===== src/sv/ring_remote_report_decoder_top_defines.svh =====
// assertion macros for the ring remote report decoder
// used by ring_remote_report_decoder_top; expects i_clk and i_rst_n in scope
`ifndef RING_REMOTE_REPORT_DECODER_TOP_DEFINES_SVH
`define RING_REMOTE_REPORT_DECODER_TOP_DEFINES_SVH

// checked only outside reset
`define RRD_ASSERT(label, prop, msg) \
    label: assert property (@(posedge i_clk) disable iff (!i_rst_n) prop) \
        else $error(msg);

// checked on every edge, reset included
`define RRD_ASSERT_ALWAYS(label, prop, msg) \
    label: assert property (@(posedge i_clk) prop) else $error(msg);

`endif


===== src/sv/rrd_pkg.sv =====
// shared types and constants of the ring remote report decoder
// no dependencies
`timescale 1ns / 1ps

package rrd_pkg;

    localparam int BUTTON_COUNT = 10;

    typedef logic [BUTTON_COUNT-1:0] t_btn;
    typedef logic [7:0]              t_byte;

    typedef enum logic [1:0] {
        FUNC_REPORT      = 2'd0,
        FUNC_DISCONNECT  = 2'd1,
        FUNC_READ_CLICKS = 2'd2,
        FUNC_RESERVED    = 2'd3
    } t_func;

    typedef enum logic [2:0] {
        MODE_NONE = 3'd0,
        MODE_A    = 3'd1,
        MODE_B    = 3'd2,
        MODE_C    = 3'd3,
        MODE_D    = 3'd4
    } t_mode;

    // button masks
    localparam t_btn BTN_A     = 10'b00_0000_0001;
    localparam t_btn BTN_B     = 10'b00_0000_0010;
    localparam t_btn BTN_C     = 10'b00_0000_0100;
    localparam t_btn BTN_D     = 10'b00_0000_1000;
    localparam t_btn BTN_L1    = 10'b00_0001_0000;
    localparam t_btn BTN_L2    = 10'b00_0010_0000;
    localparam t_btn BTN_UP    = 10'b00_0100_0000;
    localparam t_btn BTN_DOWN  = 10'b00_1000_0000;
    localparam t_btn BTN_LEFT  = 10'b01_0000_0000;
    localparam t_btn BTN_RIGHT = 10'b10_0000_0000;
    localparam t_btn BTN_DIRS  = BTN_UP | BTN_DOWN | BTN_LEFT | BTN_RIGHT;

    // report byte values
    localparam t_byte TAG_KEY   = 8'h50;
    localparam t_byte TAG_KEY_A = 8'h52;
    localparam t_byte TAG_KEY_C = 8'h51;
    localparam t_byte JOY_UP    = 8'h10;
    localparam t_byte JOY_DOWN  = 8'h90;
    localparam t_byte JOY_LEFT  = 8'h40;
    localparam t_byte JOY_RIGHT = 8'h60;
    localparam t_byte AXIS_NEG  = 8'he4;
    localparam t_byte AXIS_POS  = 8'h1c;

    // state-independent classification of one item
    typedef struct packed {
        t_func func;
        logic  len1;
        logic  len2;
        logic  len4;
        logic  b0_00;
        logic  b0_01;
        logic  b0_02;
        logic  b0_04;
        logic  b0_10;
        logic  b0_20;
        logic  p_00_key;
        logic  p_01_key;
        logic  p_02_key;
        logic  p_10_keya;
        logic  p_08_keyc;
        logic  p_80_key;
        logic  p_40_key;
        logic  joy_up;
        logic  joy_down;
        logic  joy_left;
        logic  joy_right;
        logic  tail0;
        logic  b1_neg;
        logic  b1_pos;
        logic  b2_neg;
        logic  b2_pos;
        t_btn  clr_mask;
    } t_cls;

endpackage


===== src/sv/rrd_ifs.sv =====
// valid/ready channel interfaces of the ring remote report decoder
// depends on rrd_pkg
`timescale 1ns / 1ps

interface rrd_in_if;
    logic          valid;
    logic          ready;
    logic [1:0]    func;
    logic [3:0]    report_length;
    logic [7:0]    byte_zero;
    logic [7:0]    byte_one;
    logic [7:0]    byte_two;
    logic [7:0]    byte_three;
    rrd_pkg::t_btn click_clear_mask;

    modport source (
        output valid, func, report_length, byte_zero, byte_one, byte_two,
               byte_three, click_clear_mask,
        input  ready
    );
    modport sink (
        input  valid, func, report_length, byte_zero, byte_one, byte_two,
               byte_three, click_clear_mask,
        output ready
    );
endinterface

interface rrd_out_if;
    logic          valid;
    logic          ready;
    logic [2:0]    mode_now;
    rrd_pkg::t_btn pressed_bits;
    rrd_pkg::t_btn clicked_bits;
    logic          unexpected_flag;

    modport source (
        output valid, mode_now, pressed_bits, clicked_bits, unexpected_flag,
        input  ready
    );
    modport sink (
        input  valid, mode_now, pressed_bits, clicked_bits, unexpected_flag,
        output ready
    );
endinterface


===== src/sv/rrd_front.sv =====
// front end: takes input transfers and classifies the report bytes
// depends on rrd_pkg and rrd_ifs
`timescale 1ns / 1ps

module rrd_front (
    rrd_in_if.sink       i_in,
    output logic         o_push_valid,
    output rrd_pkg::t_cls o_push_data,
    input  logic         i_push_ready
);
    import rrd_pkg::*;

    t_byte b0, b1, b2, b3;
    logic  b0_zero;

    assign b0 = i_in.byte_zero;
    assign b1 = i_in.byte_one;
    assign b2 = i_in.byte_two;
    assign b3 = i_in.byte_three;
    assign b0_zero = (b0 == 8'h00);

    assign i_in.ready   = i_push_ready;
    assign o_push_valid = i_in.valid;

    always_comb begin
        o_push_data.func      = t_func'(i_in.func);
        o_push_data.len1      = (i_in.report_length == 4'd1);
        o_push_data.len2      = (i_in.report_length == 4'd2);
        o_push_data.len4      = (i_in.report_length == 4'd4);
        o_push_data.b0_00     = b0_zero;
        o_push_data.b0_01     = (b0 == 8'h01);
        o_push_data.b0_02     = (b0 == 8'h02);
        o_push_data.b0_04     = (b0 == 8'h04);
        o_push_data.b0_10     = (b0 == 8'h10);
        o_push_data.b0_20     = (b0 == 8'h20);
        o_push_data.p_00_key  = b0_zero && (b1 == TAG_KEY);
        o_push_data.p_01_key  = (b0 == 8'h01) && (b1 == TAG_KEY);
        o_push_data.p_02_key  = (b0 == 8'h02) && (b1 == TAG_KEY);
        o_push_data.p_10_keya = (b0 == 8'h10) && (b1 == TAG_KEY_A);
        o_push_data.p_08_keyc = (b0 == 8'h08) && (b1 == TAG_KEY_C);
        o_push_data.p_80_key  = (b0 == 8'h80) && (b1 == TAG_KEY);
        o_push_data.p_40_key  = (b0 == 8'h40) && (b1 == TAG_KEY);
        o_push_data.joy_up    = b0_zero && (b1 == JOY_UP);
        o_push_data.joy_down  = b0_zero && (b1 == JOY_DOWN);
        o_push_data.joy_left  = b0_zero && (b1 == JOY_LEFT);
        o_push_data.joy_right = b0_zero && (b1 == JOY_RIGHT);
        o_push_data.tail0     = (b1 == 8'h00) && (b2 == 8'h00) && (b3 == 8'h00);
        o_push_data.b1_neg    = (b1 == AXIS_NEG);
        o_push_data.b1_pos    = (b1 == AXIS_POS);
        o_push_data.b2_neg    = (b2 == AXIS_NEG);
        o_push_data.b2_pos    = (b2 == AXIS_POS);
        o_push_data.clr_mask  = i_in.click_clear_mask;
    end

endmodule


===== src/sv/rrd_queue.sv =====
// two-entry queue of classified items between front and back end
// depends on rrd_pkg
`timescale 1ns / 1ps

module rrd_queue (
    input  logic          i_clk,
    input  logic          i_rst_n,
    input  logic          i_push_valid,
    input  rrd_pkg::t_cls i_push_data,
    output logic          o_push_ready,
    output logic          o_pop_valid,
    output rrd_pkg::t_cls o_pop_data,
    input  logic          i_pop_ready
);
    import rrd_pkg::*;

    t_cls       r_mem [0:1];
    logic       r_wr_ptr;
    logic       r_rd_ptr;
    logic [1:0] r_count;
    logic       push_fire;
    logic       pop_fire;

    assign o_push_ready = (r_count != 2'd2);
    assign o_pop_valid  = (r_count != 2'd0);
    assign o_pop_data   = r_mem[r_rd_ptr];
    assign push_fire    = i_push_valid && o_push_ready;
    assign pop_fire     = o_pop_valid && i_pop_ready;

    always_ff @(posedge i_clk) begin
        if (push_fire) begin
            r_mem[r_wr_ptr] <= i_push_data;
        end
    end

    always_ff @(posedge i_clk) begin
        if (!i_rst_n) begin
            r_wr_ptr <= 1'b0;
            r_rd_ptr <= 1'b0;
            r_count  <= 2'd0;
        end else begin
            if (push_fire) begin
                r_wr_ptr <= ~r_wr_ptr;
            end
            if (pop_fire) begin
                r_rd_ptr <= ~r_rd_ptr;
            end
            if (push_fire && !pop_fire) begin
                r_count <= r_count + 2'd1;
            end else if (pop_fire && !push_fire) begin
                r_count <= r_count - 2'd1;
            end
        end
    end

endmodule


===== src/sv/rrd_back.sv =====
// back end: mode tracking, button bitmaps and the output register
// depends on rrd_pkg and rrd_ifs
`timescale 1ns / 1ps

module rrd_back (
    input  logic          i_clk,
    input  logic          i_rst_n,
    input  logic          i_pop_valid,
    input  rrd_pkg::t_cls i_pop_data,
    output logic          o_pop_ready,
    rrd_out_if.source     o_out
);
    import rrd_pkg::*;

    t_mode r_mode, n_mode;
    t_btn  r_pressed, n_pressed;
    t_btn  r_clicked, n_clicked;
    t_btn  clicked_res;
    logic  unexp;

    logic  r_out_valid;
    t_mode r_out_mode;
    t_btn  r_out_pressed;
    t_btn  r_out_clicked;
    logic  r_out_unexp;

    logic  pop_fire;
    t_cls  it;

    assign it          = i_pop_data;
    assign o_pop_ready = !r_out_valid || o_out.ready;
    assign pop_fire    = i_pop_valid && o_pop_ready;

    // next mode
    always_comb begin
        t_mode det;
        logic  joy;
        det    = r_mode;
        joy    = it.len2 && (it.joy_up || it.joy_down || it.joy_left || it.joy_right);
        n_mode = r_mode;
        if (pop_fire) begin
            case (it.func)
                FUNC_REPORT: begin
                    if (it.len4) begin
                        det = MODE_D;
                    end else if (it.len1 && (it.b0_04 || it.b0_10 || it.b0_20)) begin
                        det = MODE_A;
                    end else if (it.len2 && (it.p_10_keya || it.p_08_keyc ||
                                             it.p_80_key || it.p_40_key)) begin
                        det = MODE_B;
                    end
                    if (det != r_mode) begin
                        n_mode = det;
                    end else begin
                        case (r_mode)
                            MODE_A: begin
                                if (joy || (it.len2 && it.p_01_key)) n_mode = MODE_NONE;
                            end
                            MODE_B: begin
                                if (it.len1 && (it.b0_02 || it.b0_01)) n_mode = MODE_NONE;
                            end
                            MODE_C: begin
                                if ((it.len1 && it.b0_01) ||
                                    (it.len2 && (it.p_01_key || it.p_02_key))) begin
                                    n_mode = MODE_NONE;
                                end
                            end
                            MODE_D: begin
                                if (joy) n_mode = MODE_NONE;
                            end
                            default: ;
                        endcase
                    end
                end
                FUNC_DISCONNECT: n_mode = MODE_NONE;
                default: ;
            endcase
        end
    end

    // bitmaps and flag under the new mode
    always_comb begin
        t_btn p;
        t_btn c;
        logic joy_hit;
        t_btn joy_btn;
        p       = r_pressed;
        c       = r_clicked;
        unexp   = 1'b0;
        joy_hit = it.joy_up || it.joy_down || it.joy_left || it.joy_right;
        joy_btn = it.joy_up   ? BTN_UP   :
                  it.joy_down ? BTN_DOWN :
                  it.joy_left ? BTN_LEFT :
                  it.joy_right ? BTN_RIGHT : '0;
        case (it.func)
            FUNC_REPORT: begin
                if (n_mode != r_mode) begin
                    p = '0;
                    c = '0;
                end
                case (n_mode)
                    MODE_A: begin
                        if (it.len1) begin
                            if (it.b0_00) p = p & ~(BTN_A | BTN_C | BTN_D | BTN_DIRS);
                            else if (it.b0_01) begin
                                p = p | BTN_D | BTN_UP;
                                c = c | BTN_D;
                            end else if (it.b0_02) begin
                                p = p | BTN_C | BTN_DOWN;
                                c = c | BTN_C;
                            end else if (it.b0_04) begin
                                p = p | BTN_A;
                                c = c | BTN_A;
                            end else if (it.b0_10) p = p | BTN_LEFT;
                            else if (it.b0_20) p = p | BTN_RIGHT;
                            else unexp = 1'b1;
                        end else if (it.len2) begin
                            if (it.p_00_key) p = p & ~BTN_L1;
                            else if (it.p_02_key) begin
                                p = p | BTN_L1;
                                c = c | BTN_L1;
                            end else unexp = 1'b1;
                        end else begin
                            unexp = 1'b1;
                        end
                    end
                    MODE_B: begin
                        if (!it.len2) unexp = 1'b1;
                        else if (it.p_00_key) p = '0;
                        else if (it.p_10_keya) p = p | BTN_A;
                        else if (it.p_01_key) p = p | BTN_B;
                        else if (it.p_08_keyc) p = p | BTN_C;
                        else if (it.p_02_key) p = p | BTN_D;
                        else if (it.p_80_key) p = p | BTN_L1;
                        else if (it.p_40_key) p = p | BTN_L2;
                        else if (joy_hit) p = p | joy_btn;
                        else unexp = 1'b1;
                    end
                    MODE_C: begin
                        if (it.len1) begin
                            if (it.b0_00) p = p & ~BTN_C;
                            else if (it.b0_02) begin
                                p = p | BTN_C;
                                c = c | BTN_C;
                            end else unexp = 1'b1;
                        end else if (it.len2) begin
                            if (it.p_00_key) p = p & ~BTN_DIRS;
                            else if (joy_hit) p = p | joy_btn;
                            else unexp = 1'b1;
                        end else begin
                            unexp = 1'b1;
                        end
                    end
                    MODE_D: begin
                        if (it.len1) begin
                            if (it.b0_00) p = p & ~(BTN_C | BTN_D);
                            else if (it.b0_01) begin
                                p = p | BTN_C;
                                c = c | BTN_C;
                            end else if (it.b0_02) begin
                                p = p | BTN_D;
                                c = c | BTN_D;
                            end else unexp = 1'b1;
                        end else if (it.len2) begin
                            if (it.p_00_key) p = p & ~(BTN_A | BTN_B);
                            else if (it.p_01_key) p = p | BTN_A;
                            else if (it.p_02_key) p = p | BTN_B;
                            else unexp = 1'b1;
                        end else if (it.len4) begin
                            if (it.tail0 && it.b0_00) begin
                                p = p & ~(BTN_L1 | BTN_L2 | BTN_DIRS);
                            end else if (it.tail0 && it.b0_02) begin
                                p = p | BTN_L1;
                                c = c | BTN_L1;
                            end else if (it.tail0 && it.b0_01) begin
                                p = (p | BTN_L2) & ~BTN_DIRS;
                                c = c | BTN_L2;
                            end else begin
                                // analog fallback: l2 follows byte zero, then the axes
                                if (it.b0_01) p = p | BTN_L2;
                                else p = p & ~BTN_L2;
                                if (it.b1_neg) p = (p & ~BTN_DIRS) | BTN_LEFT;
                                else if (it.b1_pos) p = (p & ~BTN_DIRS) | BTN_RIGHT;
                                else if (it.b2_neg) p = (p & ~BTN_DIRS) | BTN_UP;
                                else if (it.b2_pos) p = (p & ~BTN_DIRS) | BTN_DOWN;
                                else unexp = 1'b1;
                            end
                        end else begin
                            unexp = 1'b1;
                        end
                    end
                    default: begin
                        // unknown mode: wipe, then a joystick report may press
                        p = '0;
                        c = '0;
                        if (it.len2 && joy_hit) p = joy_btn;
                    end
                endcase
            end
            FUNC_DISCONNECT: begin
                p = '0;
                c = '0;
            end
            default: ;
        endcase
        n_pressed   = p;
        clicked_res = c;
        n_clicked   = (it.func == FUNC_READ_CLICKS) ? (c & ~it.clr_mask) : c;
    end

    always_ff @(posedge i_clk) begin
        if (!i_rst_n) begin
            r_mode      <= MODE_NONE;
            r_pressed   <= '0;
            r_clicked   <= '0;
            r_out_valid <= 1'b0;
        end else begin
            r_mode <= n_mode;
            if (pop_fire) begin
                r_pressed   <= n_pressed;
                r_clicked   <= n_clicked;
                r_out_valid <= 1'b1;
            end else if (o_out.ready) begin
                r_out_valid <= 1'b0;
            end
        end
    end

    always_ff @(posedge i_clk) begin
        if (pop_fire) begin
            r_out_mode    <= n_mode;
            r_out_pressed <= n_pressed;
            r_out_clicked <= clicked_res;
            r_out_unexp   <= unexp;
        end
    end

    assign o_out.valid           = r_out_valid;
    assign o_out.mode_now        = r_out_mode;
    assign o_out.pressed_bits    = r_out_pressed;
    assign o_out.clicked_bits    = r_out_clicked;
    assign o_out.unexpected_flag = r_out_unexp;

endmodule


===== src/sv/ring_remote_report_decoder_top.sv =====
// top level of the ring remote report decoder
// depends on rrd_pkg, rrd_ifs, rrd_front, rrd_queue, rrd_back and the defines header
//
//   port    dir  kind            payload
//   i_in    in   valid/ready     func, report_length, byte_zero..byte_three,
//                                click_clear_mask
//   o_out   out  valid/ready     mode_now, pressed_bits, clicked_bits,
//                                unexpected_flag
//
// one item per cycle sustained while the output is not stalled; each item takes
// one transfer in and gives one transfer out, via the queue and the output register
// the mode and bitmap update in the back end sets the rate
// i_rst_n is synchronous: mode goes to unknown, both bitmaps clear, queue empties
// a stalled output keeps its result in the output register; the two-entry
// queue keeps i_in ready until it fills
`timescale 1ns / 1ps
`include "ring_remote_report_decoder_top_defines.svh"

module ring_remote_report_decoder_top (
    input  logic      i_clk,
    input  logic      i_rst_n,
    rrd_in_if.sink    i_in,
    rrd_out_if.source o_out
);
    import rrd_pkg::*;

    // front end to queue
    logic q_push_valid;
    t_cls q_push_data;
    logic q_push_ready;

    // queue to back end
    logic q_pop_valid;
    t_cls q_pop_data;
    logic q_pop_ready;

    // assertion terms
    logic pop_fire;
    logic out_unknown;
    logic out_clean;

    // classification only; no state, so the front end never stalls on its own
    rrd_front u_front (
        .i_in         (i_in),
        .o_push_valid (q_push_valid),
        .o_push_data  (q_push_data),
        .i_push_ready (q_push_ready)
    );

    // decouples input transfers from output back-pressure; ready is decoded from a register
    rrd_queue u_queue (
        .i_clk        (i_clk),
        .i_rst_n      (i_rst_n),
        .i_push_valid (q_push_valid),
        .i_push_data  (q_push_data),
        .o_push_ready (q_push_ready),
        .o_pop_valid  (q_pop_valid),
        .o_pop_data   (q_pop_data),
        .i_pop_ready  (q_pop_ready)
    );

    // mode inference, button decode and the output register
    rrd_back u_back (
        .i_clk       (i_clk),
        .i_rst_n     (i_rst_n),
        .i_pop_valid (q_pop_valid),
        .i_pop_data  (q_pop_data),
        .o_pop_ready (q_pop_ready),
        .o_out       (o_out)
    );

    assign pop_fire    = q_pop_valid && q_pop_ready;
    assign out_unknown = o_out.valid && (o_out.mode_now == MODE_NONE);
    assign out_clean   = (o_out.clicked_bits == '0) && !o_out.unexpected_flag;

    // nothing leaves the block in the cycle after reset
    `RRD_ASSERT_ALWAYS(a_no_out_after_reset, !i_rst_n |=> !o_out.valid, "output valid after reset")

    // every item taken from the queue shows up in the output register next cycle
    `RRD_ASSERT(a_pop_gives_result, pop_fire |=> o_out.valid, "popped item gave no result")

    // in unknown mode no click survives and nothing is flagged
    `RRD_ASSERT(a_unknown_clean, out_unknown |-> out_clean, "unknown mode with clicks or flag")

endmodule


===== src/flat_wrapper.sv =====
// flat-port wrapper written by rule: the top's interface ports become plain ports
module ring_remote_report_decoder_top_flat import rrd_pkg::*;
  (i_clk, i_rst_n, i_in_valid, i_in_func, i_in_report_length, i_in_byte_zero, i_in_byte_one, i_in_byte_two, i_in_byte_three, i_in_click_clear_mask, i_in_ready, o_out_valid, o_out_mode_now, o_out_pressed_bits, o_out_clicked_bits, o_out_unexpected_flag, o_out_ready);
  rrd_in_if i_in_i ();
  rrd_out_if o_out_i ();
  input  logic i_clk;
  input  logic i_rst_n;
  input wire logic [$bits(i_in_i.valid)-1:0] i_in_valid;
  input wire logic [$bits(i_in_i.func)-1:0] i_in_func;
  input wire logic [$bits(i_in_i.report_length)-1:0] i_in_report_length;
  input wire logic [$bits(i_in_i.byte_zero)-1:0] i_in_byte_zero;
  input wire logic [$bits(i_in_i.byte_one)-1:0] i_in_byte_one;
  input wire logic [$bits(i_in_i.byte_two)-1:0] i_in_byte_two;
  input wire logic [$bits(i_in_i.byte_three)-1:0] i_in_byte_three;
  input wire logic [$bits(i_in_i.click_clear_mask)-1:0] i_in_click_clear_mask;
  output wire logic [$bits(i_in_i.ready)-1:0] i_in_ready;
  output wire logic [$bits(o_out_i.valid)-1:0] o_out_valid;
  output wire logic [$bits(o_out_i.mode_now)-1:0] o_out_mode_now;
  output wire logic [$bits(o_out_i.pressed_bits)-1:0] o_out_pressed_bits;
  output wire logic [$bits(o_out_i.clicked_bits)-1:0] o_out_clicked_bits;
  output wire logic [$bits(o_out_i.unexpected_flag)-1:0] o_out_unexpected_flag;
  input wire logic [$bits(o_out_i.ready)-1:0] o_out_ready;
  assign i_in_i.valid = i_in_valid;
  assign i_in_i.func = i_in_func;
  assign i_in_i.report_length = i_in_report_length;
  assign i_in_i.byte_zero = i_in_byte_zero;
  assign i_in_i.byte_one = i_in_byte_one;
  assign i_in_i.byte_two = i_in_byte_two;
  assign i_in_i.byte_three = i_in_byte_three;
  assign i_in_i.click_clear_mask = i_in_click_clear_mask;
  assign i_in_ready = i_in_i.ready;
  assign o_out_valid = o_out_i.valid;
  assign o_out_mode_now = o_out_i.mode_now;
  assign o_out_pressed_bits = o_out_i.pressed_bits;
  assign o_out_clicked_bits = o_out_i.clicked_bits;
  assign o_out_unexpected_flag = o_out_i.unexpected_flag;
  assign o_out_i.ready = o_out_ready;
  ring_remote_report_decoder_top u_core (.i_clk(i_clk), .i_rst_n(i_rst_n), .i_in(i_in_i), .o_out(o_out_i));
endmodule

===== config.mk =====
export PLATFORM = sky130hd
export DESIGN_NAME = ring_remote_report_decoder_top_flat
export DESIGN_NICKNAME = d
export VERILOG_FILES = /design/src/sv/rrd_pkg.sv /design/src/sv/rrd_ifs.sv /design/src/sv/rrd_front.sv /design/src/sv/rrd_queue.sv /design/src/sv/rrd_back.sv /design/src/sv/ring_remote_report_decoder_top.sv /design/src/flat_wrapper.sv
export VERILOG_INCLUDE_DIRS = /design/src /design/src/sv
export SDC_FILE = /design/constraint.sdc
export NUM_CORES = 1
export LEC_CHECK = 0
export ABC_AREA = 0
export BUFFER_PORTS_ARGS = -buffer_cell sky130_fd_sc_hd__buf_2
export CELL_PAD_IN_SITES_DETAIL_PLACEMENT = 0
export CELL_PAD_IN_SITES_GLOBAL_PLACEMENT = 1
export CORE_ASPECT_RATIO = 1.2
export CORE_MARGIN = 4
export CORE_UTILIZATION = 40
export DETAILED_ROUTE_END_ITERATION = 10
export GPL_TIMING_DRIVEN = 0
export PLACE_DENSITY_LB_ADDON = 0.1
export SETUP_SLACK_MARGIN = 0.3
export SYNTH_ARGS = -nofsm -noshare
export SYNTH_HDL_FRONTEND = slang
export SYNTH_HIERARCHICAL = 1
export SYNTH_SLANG_ARGS = --single-unit

===== constraint.sdc =====
create_clock -name i_clk -period 7.4 [get_ports i_clk]
set_clock_uncertainty 0.2 [all_clocks]
set_input_delay 1.85 -clock i_clk [delete_from_list [all_inputs] [get_ports i_clk]]
set_output_delay 1.85 -clock i_clk [all_outputs]
set_load 0.01 [all_outputs]

==> results of run 1 <==
layout make-up:
class	instances	share of cell area
clock inverters	12	0.0178
well taps	216	0.0334
multi-input cells	437	0.372
plain buffers	38	0.0283
repair buffers	67	0.0449
inverters	15	0.00696
flip-flops and latches	127	0.436
clock buffers	20	0.0605
state kept, by name (all words and copies together), names as in the netlist, 2 cells and up, named ones only:
register,count
u_core/u_queue/r_mem,74
u_core/u_queue/r_count,2
u_core/u_back/o_out.mode_now,3
u_core/u_back/r_mode,3
u_core/u_back/r_clicked,10
u_core/u_back/o_out.clicked_bits,10
u_core/u_back/r_pressed,10
u_core/u_back/o_out.pressed_bits,10
power groups by stage:
stage	clock network [mW]	registers (mW)	logic [mW]
after global placement	0	0.967	1.06
after floorplan	0	0.990	0.694
after CTS	0.892	0.952	1.09
after global routing	0.920	0.960	1.18
after detailed placement	0	0.965	1.09
final	0.872	0.949	1.09
cells in the final DEF (no fill, tap or decap), types with 9 or more instances in the layout:
master / Yosys / final
sky130_fd_sc_hd__and2_1: 15 / 15
sky130_fd_sc_hd__clkbuf_16: 0 / 19
sky130_fd_sc_hd__clkbuf_1: 12 / 12
sky130_fd_sc_hd__dfxtp_1: 29 / 29
sky130_fd_sc_hd__nor4_1: 10 / 9
sky130_fd_sc_hd__nand3_1: 23 / 23
sky130_fd_sc_hd__inv_1: 13 / 12
sky130_fd_sc_hd__nor2_1: 41 / 40
sky130_fd_sc_hd__mux2_2: 38 / 38
sky130_fd_sc_hd__edfxtp_1: 98 / 98
sky130_fd_sc_hd__buf_4: 19 / 20
sky130_fd_sc_hd__nor2b_1: 13 / 13
sky130_fd_sc_hd__a21oi_1: 21 / 21
sky130_fd_sc_hd__and3_1: 12 / 11
sky130_fd_sc_hd__buf_2: 6 / 70
sky130_fd_sc_hd__nand2_1: 60 / 60
sky130_fd_sc_hd__nor3_1: 16 / 16
sky130_fd_sc_hd__o21ai_0: 28 / 28
sky130_fd_sc_hd__a22o_1: 11 / 11
per-stage QoR:
| stage | utilization | hold WS, ps | setup WS [ps] | total power, mW |
|---|---|---|---|---|
| after global routing | 0.482 | 285 | 2170 | 3.06 |
| after floorplan | - | 239 | 1810 | 1.68 |
| after detailed placement | 0.444 | 265 | 1890 | 2.05 |
| after global placement | 0.441 | 263 | 349 | 2.03 |
| final | 0.482 | 278 | 2360 | 2.91 |
| after CTS | 0.482 | 278 | 2350 | 2.93 |
worst max-delay path by stage:
stage                                               end         from  cells after the start
floorplan           u_core/u_back/o_out.pressed_bits[7]  o_out_ready                      9
global placement    u_core/u_back/o_out.pressed_bits[9]  o_out_ready                     12
detailed placement  u_core/u_back/o_out.pressed_bits[9]  o_out_ready                     12
CTS                 u_core/u_back/o_out.pressed_bits[9]  o_out_ready                     12
global route        u_core/u_back/o_out.pressed_bits[9]  o_out_ready                     12
finish              u_core/u_back/o_out.pressed_bits[9]  o_out_ready                     12
logic make-up after synthesis:
| kind of cell | Yosys count |
|---|---|
| XOR/XNOR | 3 |
| flip-flops | 127 |
| adder cells (fa/ha/maj) | 1 |
| AO/OA/AOI/OAI | 139 |
| buffers and inverters | 53 |
| multiplexers | 39 |
| AND/OR/NAND/NOR | 255 |
worst max-delay path, cell delays in order:
cell	delay [ps]
sky130_fd_sc_hd__buf_2	80
sky130_fd_sc_hd__nor2b_1	90
sky130_fd_sc_hd__nor2_2	370
sky130_fd_sc_hd__nand2_1	310
sky130_fd_sc_hd__o41ai_4	720
sky130_fd_sc_hd__nor2_2	280
sky130_fd_sc_hd__inv_2	180
sky130_fd_sc_hd__buf_4	220
sky130_fd_sc_hd__and3_1	170
sky130_fd_sc_hd__o21ai_0	70
sky130_fd_sc_hd__a32oi_1	440
sky130_fd_sc_hd__a31oi_1	190
routing by layer:
metal / up-vias / share of wire / track usage
li1: 2544 / - / -
met1: 2551 / 0.43 / 0.248
met2: 137 / 0.50 / 0.350
met3: 31 / 0.044 / 0.0314
met4: 0 / 0.025 / 0.0912
met5: - / 0 / 0
==> results.py, run 1 <==
metrics = {
    "synthesis": {
        "number_of_warnings_printed_during_yosys_synthesis": 6,
        "yosys-top-cells-area": "sky130_fd_sc_hd__edfxtp_1 43%, sky130_fd_sc_hd__dfxtp_1 8.5%, sky130_fd_sc_hd__mux2_2 6.3%",
        "compound_cell_area_share_of_the_yosys_netlist": 0.151,
        "postSynth.topFlopCell": "sky130_fd_sc_hd__edfxtp_1",
        "yosysUniqueCellTypes": 86,
        "count_of_flip_flops_with_a_built_in_enable_after_synthesis": 98,
        "seq_area_frac_synth": 0.517,
        "share_of_flip_flops_with_an_asynchronous_set_or_reset_after_synthesis": 0,
        "post_synth_inst_count": 617,
        "synth_top_family_by_area": "simple AND/OR/NAND/NOR gates",
        "synth_common_cells": "98 x sky130_fd_sc_hd__edfxtp_1, 60 x sky130_fd_sc_hd__nand2_1, 41 x sky130_fd_sc_hd__nor2_1",
        "yosys_register_bits": 127,
        "syn_avg_cell_area_um2": 11.0,
        "yosysTopAreaCellShare": 0.432,
        "netlist_area_um2": 6810,
        "synth_area_leader_cell": "sky130_fd_sc_hd__edfxtp_1",
        "synthXorXnorAreaFrac": 0.00386,
        "synth_nets": 670,
        "adder_cell_fraction_of_synth_area": 0.00184,
        "synthMostInstantiatedCell": "sky130_fd_sc_hd__edfxtp_1",
        "post_synth_and_or_nand_nor_area_fraction": 0.220,
        "post_synth_mux_area_share": 0.0643,
    },
    "cts": {
        "cts_tree": "yes",
        "ctsLongestPathBuffers": 2,
        "htree_levels": 4,
        "worst_setup_hold_path_clk_slew_ps": 60,
        "hold_buffers": 0,
        "cts_inserted_buffers": 17,
        "post_cts_setup_driven_buffer_insertion_count": 0,
        "clk-insertion-delay-late_ps": 420,
        "ctsRootBufferMaster": "sky130_fd_sc_hd__clkbuf_16",
        "clkSinkCount": 127,
        "post_cts.resized_instances": 0,
    },
    "critical_path": {
        "worstPathRequired_ps": 7340,
        "end_kind": "flop",
        "crit-reg2reg-capture": "u_core/u_back/o_out.pressed_bits[9]",
        "r2r_setup_slack_ps": 2580,
        "startpoint_type": "input port",
        "rr_worst_depth": 15,
        "criticalPathCategory": "input port to flop",
        "worst-endpoint-arrival_ps": 4980,
        "worstPathMaxFanout": 10,
    },
    "sta": {
        "rsz0062_at_grt": "false",
        "timing.max_slew.rel_slack": 0.377,
        "final.period_utilization": 0.682,
        "drv_slew": 0,
        "period_needed_ps": 5040,
        "max_freq_ghz": 0.198,
        "setup_tns_ps": 0,
        "worst_pin_slew_ps": 934,
        "final-hold-violation-count": 0,
        "setup_viol": 0,
    },
    "routing": {
        "antenna_violating_nets_post_route": 0,
        "routedWlPerCell_um": 20.5,
        "vias_per_cell": 5.65,
        "num_vias": 5263,
        "remaining_drc_errors": 0,
        "drt_pass1_iterations": 4,
        "drt_initial_violations": 396,
        "wl_um": 19100,
    },
    "cells_and_area": {
        "multi_input_area_um2": 3010,
        "n_fill_cell": 1570,
        "ff_latch_area_um2": 3520,
        "drive_gt1_frac": 0.286,
        "diodes": 0,
        "number_of_non_filler_instances_in_the_completed_layout": 932,
        "num-nets-final": 756,
        "area_delta_synth_final_pct": 18.7,
        "layout.cell_area.non_filler_um2": 8090,
    },
    "floorplan": {
        "die_x_um": 127,
        "floorplan.die.height_um": 151,
        "die_area_um2": 19200,
        "core_um2": 16800,
        "std_cell_rows": 52,
        "floorplan.io_pins": 78,
        "start_util": 0.406,
    },
    "pwr": {
        "clock_group_share_of_total_power": 0.300,
        "power.switching_mw": 1.07,
        "gate_power_share": 0.374,
        "vdd_ir_max_mv": 0.152,
        "leakagePower_nw": 2.88,
        "seq_power_share": 0.326,
        "pwr_density_cell_nw_per_um2": 360,
        "switching_share": 0.367,
        "p_int_mw": 1.84,
    },
    "placed_design": {
        "detailed_place.area_um2": 7450,
        "post-place-cells": 900,
        "gp_congestion": 0.936,
        "dp_hpwl_um": 14500,
        "io_buffer_count": 64,
    },
    "global_route": {
        "pin_count_of_the_biggest_net_entering_global_routing": 38,
        "antenna_violations_before_repair": 0,
        "grt-ovfl-total": 0,
        "grt.total_usage": 0.202,
        "grt_pass1_wl_um": 29400,
        "grt_pass1_vias": 5240,
    },
    "hold_path": {
        "timing.hold.worst.start": "u_core/u_back/r_clicked[8]",
        "hold-path-endpoint": "u_core/u_back/r_clicked[8]",
        "min_delay_path_depth": 1,
        "hp-class": "flop to flop",
    },
    "flow_run": {
        "drv_cap": 0,
    },
    "outcome": {
        "run_status": "completed",
    },
}
No activity file was read; power rests on OpenSTA's default activity.
==> run 2: changes to the inputs <==
--- a/config.mk
+++ b/config.mk
@@ -6,7 +6,7 @@
 export SDC_FILE = /design/constraint.sdc
 export NUM_CORES = 1
 export LEC_CHECK = 0
-export ABC_AREA = 0
+export ABC_AREA = 1
 export BUFFER_PORTS_ARGS = -buffer_cell sky130_fd_sc_hd__buf_2
 export CELL_PAD_IN_SITES_DETAIL_PLACEMENT = 0
 export CELL_PAD_IN_SITES_GLOBAL_PLACEMENT = 1
==> constraint.sdc (replaced) <==
create_clock -name i_clk -period 4.6 [get_ports i_clk]
set_clock_uncertainty 0.2 [all_clocks]
set_input_delay 1.15 -clock i_clk [delete_from_list [all_inputs] [get_ports i_clk]]
set_output_delay 1.15 -clock i_clk [all_outputs]
set_load 0.01 [all_outputs]
==> run 2 against run 1 <==
  * First-iteration DRC count is 22% lower
  * Sequential share of layout area is 1.5 points lower
  * Sequential cell count stayed put
  * Sequential power is 68% higher
  * Routed wire length is 10% lower
  * Via count is 5.7% higher
  * Clock-buffer cell count is 3 lower
  * Combinational power is 79% higher
  * Final cell count is 19% higher
  * Critical path depth is 11 higher
  * Critical path type is now flop to flop
  * Largest power group unchanged
  * Highest routed layer unchanged
==> results.py, run 2 <==
metrics = {
    "cts": {
        "clkSinkCount": 127,
        "cts_tree": "yes",
        "cts_inserted_buffers": 17,
        "post_cts_setup_driven_buffer_insertion_count": 0,
        "ctsLongestPathBuffers": 2,
        "worst_setup_hold_path_clk_slew_ps": 60,
        "htree_levels": 4,
        "clk-insertion-delay-late_ps": 420,
        "ctsRootBufferMaster": "sky130_fd_sc_hd__clkbuf_16",
        "post_cts.resized_instances": 0,
        "hold_buffers": 0,
    },
    "synthesis": {
        "synthXorXnorAreaFrac": 0,
        "post_synth_mux_area_share": 0.0744,
        "postSynth.topFlopCell": "sky130_fd_sc_hd__edfxtp_1",
        "post_synth_inst_count": 793,
        "post_synth_and_or_nand_nor_area_fraction": 0.269,
        "share_of_flip_flops_with_an_asynchronous_set_or_reset_after_synthesis": 0,
        "synth_top_family_by_area": "simple AND/OR/NAND/NOR gates",
        "yosysUniqueCellTypes": 42,
        "seq_area_frac_synth": 0.495,
        "count_of_flip_flops_with_a_built_in_enable_after_synthesis": 98,
        "netlist_area_um2": 7120,
        "yosys-top-cells-area": "sky130_fd_sc_hd__edfxtp_1 41%, sky130_fd_sc_hd__dfxtp_1 8.2%, sky130_fd_sc_hd__nand2_1 8.0%",
        "synth_nets": 846,
        "syn_avg_cell_area_um2": 8.97,
        "adder_cell_fraction_of_synth_area": 0.00176,
        "number_of_warnings_printed_during_yosys_synthesis": 6,
        "yosysTopAreaCellShare": 0.414,
        "synth_area_leader_cell": "sky130_fd_sc_hd__edfxtp_1",
        "yosys_register_bits": 127,
        "synth_common_cells": "152 x sky130_fd_sc_hd__nand2_1, 104 x sky130_fd_sc_hd__nor2_1, 98 x sky130_fd_sc_hd__edfxtp_1",
        "synthMostInstantiatedCell": "sky130_fd_sc_hd__nand2_1",
        "compound_cell_area_share_of_the_yosys_netlist": 0.0724,
    },
    "outcome": {
        "run_status": "completed",
    },
    "sta": {
        "max_freq_ghz": 0.276,
        "period_needed_ps": 3620,
        "worst_pin_slew_ps": 818,
        "final-hold-violation-count": 0,
        "setup_viol": 0,
        "setup_tns_ps": 0,
        "rsz0062_at_grt": "false",
        "final.period_utilization": 0.787,
        "holdWs_ps": 249,
        "drv_slew": 0,
        "timing.max_slew.rel_slack": 0.455,
    },
    "floorplan": {
        "floorplan.io_pins": 78,
        "die_x_um": 130,
        "floorplan.die.height_um": 154,
        "start_util": 0.407,
        "core_um2": 17500,
        "die_area_um2": 20000,
        "std_cell_rows": 53,
    },
    "routing": {
        "num_vias": 5562,
        "drt_pass1_iterations": 4,
        "routedWlPerCell_um": 15.4,
        "wl_um": 17100,
        "remaining_drc_errors": 0,
        "antenna_violating_nets_post_route": 0,
        "drt_initial_violations": 307,
        "vias_per_cell": 5.01,
    },
    "cells_and_area": {
        "diodes": 0,
        "drive_gt1_frac": 0.269,
        "ff_latch_area_um2": 3520,
        "area_delta_synth_final_pct": 17.6,
        "multi_input_area_um2": 2990,
        "num-nets-final": 931,
        "largest_register_ff_count": 74,
        "n_fill_cell": 1735,
        "top_register": "u_core/u_queue/r_mem",
        "layout.cells.most_common_list": "152 x sky130_fd_sc_hd__nand2_1, 102 x sky130_fd_sc_hd__nor2_1, 98 x sky130_fd_sc_hd__edfxtp_1",
        "number_of_non_filler_instances_in_the_completed_layout": 1111,
        "layout_commonest_cell": "sky130_fd_sc_hd__nand2_1",
    },
    "critical_path": {
        "end_kind": "flop",
        "r2r_setup_slack_ps": 980,
        "worstPathRequired_ps": 4540,
        "startpoint_type": "flop",
        "critical_path.most_common_cell": "sky130_fd_sc_hd__nand2_1",
        "critical_path_cell_list": "buf_6 > buf_12 > mux2_4 > nor2_2 > nand2_1 > nand2_2 > nand3_1 > nand3_1 > nand2_1 > inv_2 > nand3_4 > nand2_1 > nand3_2 > o21ai_4 > inv_2 > nand2_1 > nor2_2 > nand2_1 > nand3_1 > o21ai_0 > inv_1 > nand2_1 > o21ai_0",
        "crit_path_max_cell_delay_ps": 320,
        "worst-endpoint-arrival_ps": 3560,
        "cell_with_the_largest_stage_delay_on_the_worst_path": "sky130_fd_sc_hd__dfxtp_1",
        "worstPathMaxFanout": 10,
        "criticalPathCategory": "flop to flop",
    },
    "global_route": {
        "antenna_violations_before_repair": 0,
        "grt-ovfl-total": 0,
        "grt_pass1_wl_um": 27700,
        "pin_count_of_the_biggest_net_entering_global_routing": 34,
        "grt_pass1_vias": 5369,
        "grt.total_usage": 0.177,
    },
    "pwr": {
        "total_power_mw": 4.84,
        "leakagePower_nw": 3.46,
        "vdd_ir_max_mv": 0.252,
        "pwr_density_cell_nw_per_um2": 578,
    },
    "hold_path": {
        "timing.hold.worst.start": "u_core/u_back/r_clicked[7]",
        "hp-class": "flop to flop",
    },
    "placed_design": {
        "gp_congestion": 0.860,
        "io_buffer_count": 64,
        "post-place-cells": 1079,
        "dp_hpwl_um": 13300,
    },
    "flow_run": {
        "drv_cap": 0,
    },
}
==> run 2: changes by cell type after synthesis, sizes merged, moves of 7 or more <==
cell,before,now
nor4b,7,0
nand4,5,13
nand3,24,58
and3,12,0
nor2b,14,0
a22o,11,3
nor2,42,127
nand2,61,180
and2,15,0
nor4,14,0
inv,15,102
a21boi,8,0
a21oi,23,41
==> run 2: final cells by class <==
class / count / area share
inverters: 105 / 0.0471
plain buffers: 29 / 0.0274
clock buffers: 17 / 0.0508
multi-input cells: 532 / 0.357
repair buffers: 66 / 0.0449
clock inverters: 15 / 0.0190
flip-flops and latches: 127 / 0.421
well taps: 220 / 0.0329
==> run 2: path summary, 6_finish.rpt <==
check                                   endpoint  cells past startpoint
max          u_core/u_back/o_out.pressed_bits[4]                     23
min                   u_core/u_back/r_clicked[7]                      2
max reg2reg  u_core/u_back/o_out.pressed_bits[4]                     23
min reg2reg           u_core/u_back/r_clicked[7]                      2
==> run 2: power by group <==
| group | internal (mW) | total (mW) | leakage [nW] | switching (mW) |
|---|---|---|---|---|
| Combinational | 0.674 | 1.95 | 2.01 | 1.27 |
| Sequential | 1.52 | 1.59 | 1.18 | 0.0691 |
| Clock | 0.802 | 1.31 | 0.272 | 0.505 |
| Total | 2.99 | 4.84 | 3.46 | 1.85 |
==> run 2: through the flow <==
step | utilization | worst slack (ps) | cell area, um2
6_report | 0.478 | 978 | 8370
5_1_grt | 0.478 | 731 | 8370
4_1_cts | 0.478 | 1010 | 8370
3_5_place_dp | 0.445 | 719 | 7780
3_3_place_gp | 0.441 | 268 | 7710
2_1_floorplan | - | 1090 | 7120
==> run 2: metal layers <==
layer	wire length [um]	global-route usage	vias to the layer above	share of wire
li1	-	-	2797	-
met1	7590	0.230	2592	0.44
met2	8480	0.303	161	0.50
met3	861	0.0344	12	0.050
met4	164	0.0450	0	0.0096
met5	0	0	-	0
==> run 2: kinds of logic (layout without fill, tap and decap cells) <==
| kind of cell | after synthesis | count (layout) |
|---|---|---|
| AND/OR/NAND/NOR | 406 | 406 |
| buffers and inverters | 134 | 232 |
| flip-flops | 127 | 127 |
| AO/OA/AOI/OAI | 88 | 88 |
| multiplexers | 37 | 37 |
| adder cells (fa/ha/maj) | 1 | 1 |
==> run 2: critical path: cells and delay by family (launching register included) <==
| kind | cells | cell delay [ps] |
|---|---|---|
| flops | 1 | 320 |
| mux | 1 | 320 |
| simple gates | 14 | 1370 |
| compound gates | 3 | 540 |
| buf+inv | 5 | 600 |
